## src/ptra_pkg.sv

```systemverilog
// Shared types and constants for the planar tile row to atlas pixel block.
`timescale 1ns / 1ps

package ptra_pkg;

    // Tile geometry is fixed at eight pixels on a side.
    localparam int TILE_SIZE = 8;
    localparam int COL_W = $clog2(TILE_SIZE);
    localparam int CELL_W = 4;
    localparam int COORD_W = 7;
    localparam int PLANE_W = 8;
    localparam int TILE_W = 8;
    localparam int TILE_COUNT = 1 << TILE_W;
    localparam int DEFAULT_GRID_COLUMNS = 16;

    // Configuration port.
    localparam int CFG_INDEX_W = 3;
    localparam int CFG_DATA_W = 24;
    localparam int CHAN_W = 8;

    localparam logic [CFG_INDEX_W-1:0] REG_COLOR_ZERO  = 3'd0;
    localparam logic [CFG_INDEX_W-1:0] REG_COLOR_ONE   = 3'd1;
    localparam logic [CFG_INDEX_W-1:0] REG_COLOR_TWO   = 3'd2;
    localparam logic [CFG_INDEX_W-1:0] REG_COLOR_THREE = 3'd3;
    localparam logic [CFG_INDEX_W-1:0] REG_SPRITE_MODE = 3'd4;

    localparam logic [CFG_DATA_W-1:0] COLOR_ZERO_RESET  = 24'hFCD8A8;
    localparam logic [CFG_DATA_W-1:0] COLOR_ONE_RESET   = 24'hFCFCFC;
    localparam logic [CFG_DATA_W-1:0] COLOR_TWO_RESET   = 24'h5C5C5C;
    localparam logic [CFG_DATA_W-1:0] COLOR_THREE_RESET = 24'h0058F8;

    localparam logic [1:0] PIX_INDEX_ZERO = 2'd0;
    localparam logic [1:0] PIX_INDEX_ONE  = 2'd1;
    localparam logic [1:0] PIX_INDEX_TWO  = 2'd2;
    localparam logic [1:0] PIX_INDEX_THREE = 2'd3;

    localparam logic [CHAN_W-1:0] ALPHA_OPAQUE      = 8'hFF;
    localparam logic [CHAN_W-1:0] ALPHA_TRANSPARENT = 8'h00;

    localparam logic [COL_W-1:0] LAST_COL = COL_W'(TILE_SIZE - 1);

    // One tile row after coordinate mapping.
    typedef struct packed {
        logic [CELL_W-1:0]  x_cell;
        logic [COORD_W-1:0] y;
        logic [PLANE_W-1:0] plane_low;
        logic [PLANE_W-1:0] plane_high;
    } row_beat_t;

    // One pixel leaving the serializer.
    typedef struct packed {
        logic               valid;
        logic [COORD_W-1:0] x;
        logic [COORD_W-1:0] y;
        logic [1:0]         index;
        logic               last;
    } pix_beat_t;

endpackage

```

## src/planar_tile_row_to_atlas_pixels.sv

```systemverilog
// Top level: decodes two-bit planar tile rows into colored atlas pixels.
`timescale 1ns / 1ps

//  Channel   Ports                                             Beat taken when
//  -------   -----------------------------------------------   ---------------------
//  row in    start, busy, tile_number, row_in_tile,            start high, busy low
//            plane_low, plane_high
//  pixel out pixel_strobe, pixel_x, pixel_y, red, green,       pixel_strobe high
//            blue, alpha, last_pixel
//  config    cfg_we, cfg_index, cfg_data                       cfg_we high
//
// Each accepted row yields eight pixel beats on consecutive cycles, the
// leftmost pixel first, and last_pixel marks the eighth. The first pixel
// passes through the coordinate register, the serializer and the output
// register on its way to the output ports. The serializer emits one pixel
// a cycle while it holds a row; a second row waits in the coordinate
// register and follows without a gap.
// busy is high while a row waits there and a row in the serializer is not on
// its last pixel. The receiver cannot stall, so nothing inside ever holds a pixel.
// rst_n clears all valid bits at once and restores the register defaults.
// Configuration should be written only while no row is in flight.

module planar_tile_row_to_atlas_pixels #(
    parameter int GRID_COLUMNS = ptra_pkg::DEFAULT_GRID_COLUMNS
) (
    input  logic                             clk,
    input  logic                             rst_n,
    input  logic                             start,
    output logic                             busy,
    input  logic [ptra_pkg::TILE_W-1:0]      tile_number,
    input  logic [ptra_pkg::COL_W-1:0]       row_in_tile,
    input  logic [ptra_pkg::PLANE_W-1:0]     plane_low,
    input  logic [ptra_pkg::PLANE_W-1:0]     plane_high,
    input  logic                             cfg_we,
    input  logic [ptra_pkg::CFG_INDEX_W-1:0] cfg_index,
    input  logic [ptra_pkg::CFG_DATA_W-1:0]  cfg_data,
    output logic                             pixel_strobe,
    output logic [ptra_pkg::COORD_W-1:0]     pixel_x,
    output logic [ptra_pkg::COORD_W-1:0]     pixel_y,
    output logic [ptra_pkg::CHAN_W-1:0]      red,
    output logic [ptra_pkg::CHAN_W-1:0]      green,
    output logic [ptra_pkg::CHAN_W-1:0]      blue,
    output logic [ptra_pkg::CHAN_W-1:0]      alpha,
    output logic                             last_pixel
);
    import ptra_pkg::*;

    logic      accept;
    logic      ser_free;
    logic      row_valid;
    logic      sprite_mode;
    row_beat_t row_beat;
    pix_beat_t pix_beat;

    // A waiting row moves into the serializer whenever it is free, so the
    // input side only holds off when both stages are occupied.
    assign busy   = row_valid && !ser_free;
    assign accept = start && !busy;

    ptra_coord #(
        .GRID_COLUMNS (GRID_COLUMNS)
    ) u_coord (
        .clk         (clk),
        .rst_n       (rst_n),
        .load        (accept),
        .drain       (ser_free),
        .sprite_mode (sprite_mode),
        .tile_number (tile_number),
        .row_in_tile (row_in_tile),
        .plane_low   (plane_low),
        .plane_high  (plane_high),
        .row_valid   (row_valid),
        .row_beat    (row_beat)
    );

    ptra_shift u_shift (
        .clk       (clk),
        .rst_n     (rst_n),
        .row_valid (row_valid),
        .row_beat  (row_beat),
        .free      (ser_free),
        .pix_beat  (pix_beat)
    );

    ptra_color u_color (
        .clk          (clk),
        .rst_n        (rst_n),
        .cfg_we       (cfg_we),
        .cfg_index    (cfg_index),
        .cfg_data     (cfg_data),
        .pix_beat     (pix_beat),
        .sprite_mode  (sprite_mode),
        .pixel_strobe (pixel_strobe),
        .pixel_x      (pixel_x),
        .pixel_y      (pixel_y),
        .red          (red),
        .green        (green),
        .blue         (blue),
        .alpha        (alpha),
        .last_pixel   (last_pixel)
    );

    // An accepted row is always held in the coordinate register next cycle.
    a_accept_held: assert property (@(posedge clk) disable iff (!rst_n)
        accept |=> row_valid)
        else $error("accepted row was not captured");

    // The pixels of one row come out on back-to-back cycles.
    a_row_no_gap: assert property (@(posedge clk) disable iff (!rst_n)
        (pixel_strobe && !last_pixel) |=> pixel_strobe)
        else $error("gap inside a pixel row");

    // Within a row the atlas row stays put and the column steps by one.
    a_row_same_y: assert property (@(posedge clk) disable iff (!rst_n)
        (pixel_strobe && !last_pixel) |=> (pixel_y == $past(pixel_y)))
        else $error("pixel row changed inside a tile row");

    a_col_step: assert property (@(posedge clk) disable iff (!rst_n)
        (pixel_strobe && !last_pixel) |=>
            (pixel_x[COL_W-1:0] == COL_W'($past(pixel_x[COL_W-1:0]) + COL_W'(1))))
        else $error("pixel column did not advance by one");

endmodule

```

## src/ptra_coord.sv

```systemverilog
// Input stage: maps tile number and row to atlas coordinates and holds the row.
`timescale 1ns / 1ps

module ptra_coord #(
    parameter int GRID_COLUMNS = ptra_pkg::DEFAULT_GRID_COLUMNS
) (
    input  logic                         clk,
    input  logic                         rst_n,
    input  logic                         load,
    input  logic                         drain,
    input  logic                         sprite_mode,
    input  logic [ptra_pkg::TILE_W-1:0]  tile_number,
    input  logic [ptra_pkg::COL_W-1:0]   row_in_tile,
    input  logic [ptra_pkg::PLANE_W-1:0] plane_low,
    input  logic [ptra_pkg::PLANE_W-1:0] plane_high,
    output logic                         row_valid,
    output ptra_pkg::row_beat_t          row_beat
);
    import ptra_pkg::*;

    logic [CELL_W-1:0] quo_tbl [TILE_COUNT];
    logic [CELL_W-1:0] rem_tbl [TILE_COUNT];
    logic [TILE_W-1:0] dividend;
    logic [CELL_W-1:0] quo;
    logic [CELL_W-1:0] rem;
    logic              row_valid_reg;
    logic              row_valid_next;
    row_beat_t         row_beat_reg;
    row_beat_t         row_beat_next;

    // Quotient and remainder by the atlas width, worked out at elaboration.
    // Only the low bits survive the seven bit wrap of the coordinates.
    genvar g;
    for (g = 0; g < TILE_COUNT; g++) begin : g_div
        assign quo_tbl[g] = CELL_W'(g / GRID_COLUMNS);
        assign rem_tbl[g] = CELL_W'(g % GRID_COLUMNS);
    end

    // In sprite mode two tiles share one cell of the grid.
    assign dividend = sprite_mode ? {1'b0, tile_number[TILE_W-1:1]} : tile_number;
    assign quo = quo_tbl[dividend];
    assign rem = rem_tbl[dividend];

    always_comb
    begin
        row_beat_next            = row_beat_reg;
        row_beat_next.x_cell     = rem;
        row_beat_next.plane_low  = plane_low;
        row_beat_next.plane_high = plane_high;
        if (sprite_mode)
        begin
            row_beat_next.y = {quo[CELL_W-2:0], tile_number[0], row_in_tile};
        end
        else
        begin
            row_beat_next.y = {quo, row_in_tile};
        end
        if (load)
        begin
            row_valid_next = 1'b1;
        end
        else if (drain)
        begin
            row_valid_next = 1'b0;
        end
        else
        begin
            row_valid_next = row_valid_reg;
        end
    end

    always_ff @(posedge clk or negedge rst_n)
    begin
        if (!rst_n)
        begin
            row_valid_reg <= 1'b0;
        end
        else
        begin
            row_valid_reg <= row_valid_next;
        end
    end

    always_ff @(posedge clk)
    begin
        if (load)
        begin
            row_beat_reg <= row_beat_next;
        end
    end

    assign row_valid = row_valid_reg;
    assign row_beat  = row_beat_reg;

endmodule

```

## src/ptra_shift.sv

```systemverilog
// Serializer: shifts one tile row out as eight pixel indexes, leftmost first.
`timescale 1ns / 1ps

module ptra_shift (
    input  logic                clk,
    input  logic                rst_n,
    input  logic                row_valid,
    input  ptra_pkg::row_beat_t row_beat,
    output logic                free,
    output ptra_pkg::pix_beat_t pix_beat
);
    import ptra_pkg::*;

    logic               valid_reg;
    logic               valid_next;
    logic [COL_W-1:0]   col_reg;
    logic [COL_W-1:0]   col_next;
    logic [PLANE_W-1:0] low_reg;
    logic [PLANE_W-1:0] low_next;
    logic [PLANE_W-1:0] high_reg;
    logic [PLANE_W-1:0] high_next;
    logic [CELL_W-1:0]  cell_reg;
    logic [CELL_W-1:0]  cell_next;
    logic [COORD_W-1:0] y_reg;
    logic [COORD_W-1:0] y_next;

    // A new row may enter on the same edge that the last pixel leaves.
    assign free = !valid_reg || (col_reg == LAST_COL);

    always_comb
    begin
        valid_next = valid_reg;
        col_next   = col_reg;
        low_next   = low_reg;
        high_next  = high_reg;
        cell_next  = cell_reg;
        y_next     = y_reg;
        if (free)
        begin
            valid_next = row_valid;
            col_next   = '0;
            low_next   = row_beat.plane_low;
            high_next  = row_beat.plane_high;
            cell_next  = row_beat.x_cell;
            y_next     = row_beat.y;
        end
        else
        begin
            col_next  = col_reg + COL_W'(1);
            low_next  = {low_reg[PLANE_W-2:0], 1'b0};
            high_next = {high_reg[PLANE_W-2:0], 1'b0};
        end
    end

    always_ff @(posedge clk or negedge rst_n)
    begin
        if (!rst_n)
        begin
            valid_reg <= 1'b0;
            col_reg   <= '0;
        end
        else
        begin
            valid_reg <= valid_next;
            col_reg   <= col_next;
        end
    end

    always_ff @(posedge clk)
    begin
        low_reg  <= low_next;
        high_reg <= high_next;
        cell_reg <= cell_next;
        y_reg    <= y_next;
    end

    assign pix_beat.valid = valid_reg;
    assign pix_beat.x     = {cell_reg, col_reg};
    assign pix_beat.y     = y_reg;
    assign pix_beat.index = {high_reg[PLANE_W-1], low_reg[PLANE_W-1]};
    assign pix_beat.last  = (col_reg == LAST_COL);

endmodule

```

## src/ptra_color.sv

```systemverilog
// Color registers and the output stage that turns a pixel index into RGBA.
`timescale 1ns / 1ps

module ptra_color (
    input  logic                            clk,
    input  logic                            rst_n,
    input  logic                            cfg_we,
    input  logic [ptra_pkg::CFG_INDEX_W-1:0] cfg_index,
    input  logic [ptra_pkg::CFG_DATA_W-1:0]  cfg_data,
    input  ptra_pkg::pix_beat_t             pix_beat,
    output logic                            sprite_mode,
    output logic                            pixel_strobe,
    output logic [ptra_pkg::COORD_W-1:0]    pixel_x,
    output logic [ptra_pkg::COORD_W-1:0]    pixel_y,
    output logic [ptra_pkg::CHAN_W-1:0]     red,
    output logic [ptra_pkg::CHAN_W-1:0]     green,
    output logic [ptra_pkg::CHAN_W-1:0]     blue,
    output logic [ptra_pkg::CHAN_W-1:0]     alpha,
    output logic                            last_pixel
);
    import ptra_pkg::*;

    logic [CFG_DATA_W-1:0] color_zero_reg;
    logic [CFG_DATA_W-1:0] color_one_reg;
    logic [CFG_DATA_W-1:0] color_two_reg;
    logic [CFG_DATA_W-1:0] color_three_reg;
    logic                  sprite_mode_reg;
    logic [CFG_DATA_W-1:0] rgb;
    logic [CHAN_W-1:0]     alpha_next;
    logic                  strobe_reg;
    logic [COORD_W-1:0]    x_reg;
    logic [COORD_W-1:0]    y_reg;
    logic [CFG_DATA_W-1:0] rgb_reg;
    logic [CHAN_W-1:0]     alpha_reg;
    logic                  last_reg;

    always_ff @(posedge clk or negedge rst_n)
    begin
        if (!rst_n)
        begin
            color_zero_reg  <= COLOR_ZERO_RESET;
            color_one_reg   <= COLOR_ONE_RESET;
            color_two_reg   <= COLOR_TWO_RESET;
            color_three_reg <= COLOR_THREE_RESET;
            sprite_mode_reg <= 1'b0;
        end
        else if (cfg_we)
        begin
            case (cfg_index)
                REG_COLOR_ZERO:  color_zero_reg  <= cfg_data;
                REG_COLOR_ONE:   color_one_reg   <= cfg_data;
                REG_COLOR_TWO:   color_two_reg   <= cfg_data;
                REG_COLOR_THREE: color_three_reg <= cfg_data;
                REG_SPRITE_MODE: sprite_mode_reg <= cfg_data[0];
                default:         ;
            endcase
        end
    end

    always_comb
    begin
        case (pix_beat.index)
            PIX_INDEX_ZERO:  rgb = color_zero_reg;
            PIX_INDEX_ONE:   rgb = color_one_reg;
            PIX_INDEX_TWO:   rgb = color_two_reg;
            PIX_INDEX_THREE: rgb = color_three_reg;
            default:         rgb = color_zero_reg;
        endcase
        // Index zero is see-through only for sprites.
        if (sprite_mode_reg && (pix_beat.index == PIX_INDEX_ZERO))
        begin
            alpha_next = ALPHA_TRANSPARENT;
        end
        else
        begin
            alpha_next = ALPHA_OPAQUE;
        end
    end

    always_ff @(posedge clk or negedge rst_n)
    begin
        if (!rst_n)
        begin
            strobe_reg <= 1'b0;
        end
        else
        begin
            strobe_reg <= pix_beat.valid;
        end
    end

    always_ff @(posedge clk)
    begin
        x_reg     <= pix_beat.x;
        y_reg     <= pix_beat.y;
        rgb_reg   <= rgb;
        alpha_reg <= alpha_next;
        last_reg  <= pix_beat.last;
    end

    assign sprite_mode  = sprite_mode_reg;
    assign pixel_strobe = strobe_reg;
    assign pixel_x      = x_reg;
    assign pixel_y      = y_reg;
    assign red          = rgb_reg[23:16];
    assign green        = rgb_reg[15:8];
    assign blue         = rgb_reg[7:0];
    assign alpha        = alpha_reg;
    assign last_pixel   = last_reg;

endmodule
```

## config.mk

```make
export PLATFORM = sky130hd
export DESIGN_NAME = planar_tile_row_to_atlas_pixels
export DESIGN_NICKNAME = d
export VERILOG_FILES = /design/src/ptra_pkg.sv /design/src/planar_tile_row_to_atlas_pixels.sv /design/src/ptra_coord.sv /design/src/ptra_shift.sv /design/src/ptra_color.sv
export SDC_FILE = /design/constraint.sdc
export NUM_CORES = 1
export LEC_CHECK = 0
export BUFFER_PORTS_ARGS = -buffer_cell sky130_fd_sc_hd__buf_2
export CAP_MARGIN = 15
export CORE_MARGIN = 5
export CORE_UTILIZATION = 37
export DETAILED_ROUTE_END_ITERATION = 16
export MAX_ROUTING_LAYER = met4
export PLACE_DENSITY = 0.58
export SYNTH_ARGS = -nofsm -noshare
export SYNTH_HDL_FRONTEND = slang
export SYNTH_HIERARCHICAL = 1
export SYNTH_SLANG_ARGS = --single-unit
export TNS_END_PERCENT = 50
```

## constraint.sdc

```tcl
create_clock -name clk -period 2.85 [get_ports clk]
set_input_delay 0 -clock clk [delete_from_list [all_inputs] [get_ports clk]]
set_output_delay 0 -clock clk [all_outputs]
set_load 0.05 [all_outputs]
```

-- Word-level counts from Yosys, hierarchy flattened
Memory sizes are Yosys's and may differ from the RTL's. A register that Yosys moved wholly into a read port is not among the register bits.
Cells that the tools add are included.
- flip-flop bits (word level): 200
- memory bits (read-only): 2048
- output and inout port bits: 49
- word-level logic and storage cells: 62
- memories: 2
- memory list (memory ; depth ; bits a word ; rd ports ; clocked after Yosys merged registers in ; write ports ; RTL line ; text):
    (no name shown) ; 256 ; 4 ; 1 ; 0 ; 0 ; ptra_coord.sv:41 ; assign quo = quo_tbl[dividend];
    (no name shown) ; 256 ; 4 ; 1 ; 1 ; 0 ; ptra_coord.sv:42 ; assign rem = rem_tbl[dividend];
- $add $sub $neg: 1
- order comparisons: 1
- equality and inequality tests: 8
- muxes and demuxes: 11
- bitwise logic cells: 1
- reductions and logical operators: 15
- operators with widths (kind ; count):
    one-hot mux 24 bit (4 select lines) ; 1
    2-to-1 mux 8 bit ; 4
    AND reduction 2 bit ; 5
    >= comparator 9 bit (second input constant) ; 1
    NOT 8 -> 9 bit ; 1
    2-to-1 mux 4 bit ; 2
    2-to-1 mux 7 bit ; 1
    == test 3 x 2 -> 1 bit (second input constant) ; 2
    == test 3 bit (second input constant) ; 2
    == test 2 bit (second input constant) ; 2
    adder 3 x 1 -> 3 bit (second input constant) ; 1
    == test 3 x 1 -> 1 bit (second input constant) ; 1
    logical AND 1 bit ; 3
    logical NOT 1 bit ; 3
    logical NOT 3 bit ; 1
    2-to-1 mux 3 bit ; 1
    == test 2 x 1 -> 1 bit (second input constant) ; 1
    logical NOT 2 bit ; 1
    2-to-1 mux 1 bit ; 2
    nonzero test 2 bit ; 1
    logical OR 1 bit ; 1

-- Longest topological paths before layout
- depth in word-level cells: 7
- mapped depth: 8
- mapped depth without buffers: 7

-- Hierarchy
The synthesis kept the hierarchy.
- modules (own cells, without submodules) (module ; instances ; cells an instance ; area an instance (sq um)):
    ptra_color ; 1 ; 289 ; 5230.0
    ptra_shift ; 1 ; 60 ; 1072.3
    ptra_coord ; 1 ; 38 ; 914.6
    planar_tile_row_to_atlas_pixels ; 1 ; 2 ; 22.5

-- Worst setup path before layout
OpenSTA, ideal clock, no wires.
- path type: register -> register
- from: register u_shift.col_reg[0]
- to: register u_coord.row_beat_reg (netlist bit u_coord/row_beat[0]) (enable)
- data arrival time: 2.180 ns
- slack: 0.280 ns
- cell stages (with the launch flop): 8
- path buffers: 1
- period minus slack after synthesis: 2.570 ns
- cells stage by stage: dfrtp_1 -> ha_1 -> ha_1 -> nor2b_4 -> buf_6 -> inv_1 -> nor2b_4 -> nor2b_2
- RTL lines (element ; RTL line ; text):
    start: declaration ; ptra_shift.sv:16 ; logic [COL_W-1:0] col_reg;
    start signal: assignment ; ptra_shift.sv:65 ; col_reg <= col_next;
    end signal: assignment ; ptra_coord.sv:88 ; row_beat_reg <= row_beat_next;
    end: declaration ; ptra_coord.sv:28 ; row_beat_t row_beat_reg;

==> run metrics <==
status=finished, final reports clean; GR Layer Usage met3=3.48%; Synth Area in Adders=0.346%; Final HPWL DP=8610 um; setup bufs post-CTS=0; Peak Freq=0.524 GHz; Starting Density=37.4%; largest cells by area after synthesis=dfstp_2, dfrtp_1, mux2_2; Routability Congestion=0.683; die area=around 0.022 sq mm; xor and xnor area share after synthesis=0%; clock network fraction of total power=25.6%; Post-Route WL=13,700 um; top_reg_cell synth=dfxtp_1; Slew Limit Fails=0; max-cap viol count=0; met2 GRT Util=21.5%; Core Region=0.0193 sq mm; fillers=1,666; remaining antenna violation count=0; sw power=about 3200 uW; CTS tree=done; required time worst endpoint=roughly 3000 ps; Die Height=150 um; Worst Hold Depth=2; via count=3,732; max reg flops=27; RSZ-0062 raised after global routing=false; maximum number of pins on one net before global-route repair=59; Critical Path Sink Type=flop; YS warnings=6; reg2reg path depth=7; clock tree buffer depth=2; register area=0.00490 sq mm; vias in the first global route=4,178; Max FO, Critical Path=22; Post-Synth Simple-Gate Area=2.18%; VDD IR max=0.799 mV; Tot GR Track Use=13.4%; Worst-path clk slew=80 ps; kind of critical path=reg -> reg; Net Sw Frac=34.2%; Via density=4.51; reg-to-reg slack, setup=940 ps; clk root buf=clkbuf_16; sequential-to-total area share from yosys stat=67.7%; final setup violating endpoints=0; Bufs and invs on worst path=2; # IOs=between 100 and 150; final instance area=0.00909 sq mm; fin crit share=67.0%; cts bufs inserted=17; Placed Area=0.00794 sq mm; asr flop ratio synth=52.3%; die width=150 um; actual slew at the worst max-slew pin=738 ps; iteration-0 DRC count of the detailed router=between 100 and 150; Mapped Area=0.00724 sq mm; Layout Area Growth over Synthesis=25.6%; Synth area leader=dfstp_2; Mean Syn Cell Area=18.6 sq um; Layout Nets=~610; Comb pwr share=between 20% and 30%; Buffers on Ports=106; Synth cell types=29; first-pass GRT wire length=22,400 um; part of the power in registers=44.4%; Synth Register Bits=197; multiplexer share of the synthesized area=26.1%; total power=9470 uW; Compound-Gate Fraction of Synth Area=0.104%; setup tns final=0 ps; PD cells=1040 mW/mm^2; number of flops mapped to enable cells by yosys=38; DR pass1 iterations=4; Int Power=6230 uW; H-tree levels=4; post-synthesis cell count=about 390; Period minus WS final=1910 ps; syn_nets=~450; clock latency on the worst-skew pair=approximately 430 ps; area share of the largest cell type after synthesis=roughly 19%; DRC viols=0; Worst Path Arrival=approximately 2000 ps; leakage power=approximately 0.0037 uW; ordered cell list for the critical path=ha_1, ha_1, nor2b_4, inv_1, nor2b_4, nor2b_2, buf_4; reg2reg start=u_shift/col_reg[0]; WL/cell=16.6 um; share of cells above drive strength 1=61.7%; Multi-input gate area=0.00208 sq mm; Final Hold Viols=0; busiest metal layer after global routing=met2; Hold Path End=u_coord/row_beat[17]; Slew headroom=50.8%; M1 GR Usage=~16%; CP top delay family=buffers and inverters; row cnt=51; Congestion Overflow GR=0; largest family of logic cells by synthesized area=multiplexers; startpoint class of the critical path=flop; clk sinks=197; max incr delay on CP=370 ps; Reg-to-Reg End=u_coord/row_beat[3]; initial antenna violation count=1; slowest CP cell=dfrtp_1; HP Class=in -> reg; Worst Hold Launch=start; worst clock skew=6.49 ps
power groups by stage:
stage | logic, uW | clock network, uW | registers, uW
after floorplan | 1470 | 0 | 5000
final | 2830 | 2430 | 4210
after global routing | 3010 | 2620 | 4310
after global placement | 2760 | 0 | 4240
after detailed placement | 2810 | 0 | 4270
after CTS | 2880 | 2510 | 4220
cell usage after synthesis (3+ instances only):
cell type    n
buf_2        3
buf_4       12
buf_6        9
clkbuf_1     3
dfrtp_1     52
dfstp_2     51
dfxtp_1     56
edfxtp_1    38
mux2_1       3
mux2_2     102
mux2_4      11
mux4_2      24
logic make-up (layout without fill, tap and decap cells):
logic type               after synthesis  count (layout)
other                                  0               1
flip-flops                           197             197
buffers and inverters                 33             205
AO/OA/AOI/OAI                          1               1
AND/OR/NAND/NOR                       16              16
multiplexers                         140             140
adder cells (fa/ha/maj)                2               2
cell usage in the layout, fill, tap and decap left out, types with 2 or more instances in the layout:
master,instances
dfrtp_1,52
inv_6,2
ha_1,2
dfstp_2,51
mux4_2,24
clkbuf_16,17
and2_1,2
clkinv_4,2
mux2_2,102
buf_4,12
dfxtp_1,55
dlygate4sd3_1,54
clkinv_8,3
and2_2,2
nor2b_4,2
inv_1,2
mux2_4,11
edfxtp_1,38
and4bb_1,2
inv_8,6
nor2_1,2
mux2_1,3
buf_2,105
final cells by class:
cell class	instances	area share, %
inverter	2	0.0826
sequential	197	53.9
clock buffer	17	4.68
antenna	1	0.0275
multi-input combinational	159	22.9
clock inverter	15	2.05
tap	265	3.65
timing repair buffer	171	12.7
routing by layer:
layer	routed length [um]	vias to the layer above
met5	0	-
met4	272	0
met3	584	21
met2	6940	87
met1	5950	1897
li1	-	1727
metrics by stage:
stage,utilization [%],setup slack [ps],hold WS (ps),instances
2_1_floorplan,-,280,-296,389
3_3_place_gp,41.1,991,101,740
3_5_place_dp,41.1,931,119,740
4_1_cts,47.0,907,18.2,826
5_1_grt,47.0,777,34.7,827
6_report,47.0,942,40.6,827
worst reg2reg max path, cell delays in order (launching register included):
cell and delay (ps):
dfrtp_1 370, ha_1 150, ha_1 200, nor2b_4 50, inv_1 100, nor2b_4 50, nor2b_2 290, buf_4 350
how the worst max path moves through the flow:
stage	start	slack, ps	endpoint	cells after the start
floorplan	u_shift/col_reg[0]	280	u_coord/row_beat[0]	7
global placement	u_shift/col_reg[0]	990	u_coord/row_beat[6]	7
detailed placement	u_shift/col_reg[0]	930	u_coord/row_beat[5]	7
CTS	u_shift/col_reg[0]	910	u_coord/row_beat[4]	7
global route	u_shift/col_reg[0]	780	u_coord/row_beat[6]	7
finish	u_shift/col_reg[0]	940	u_coord/row_beat[3]	7
what timing repair did:
action,4_1_cts,5_1_grt
resized for setup,0,0
hold buffers,54,0
hold endpoints to repair,152,0
No activity file was read; power rests on OpenSTA's default activity.
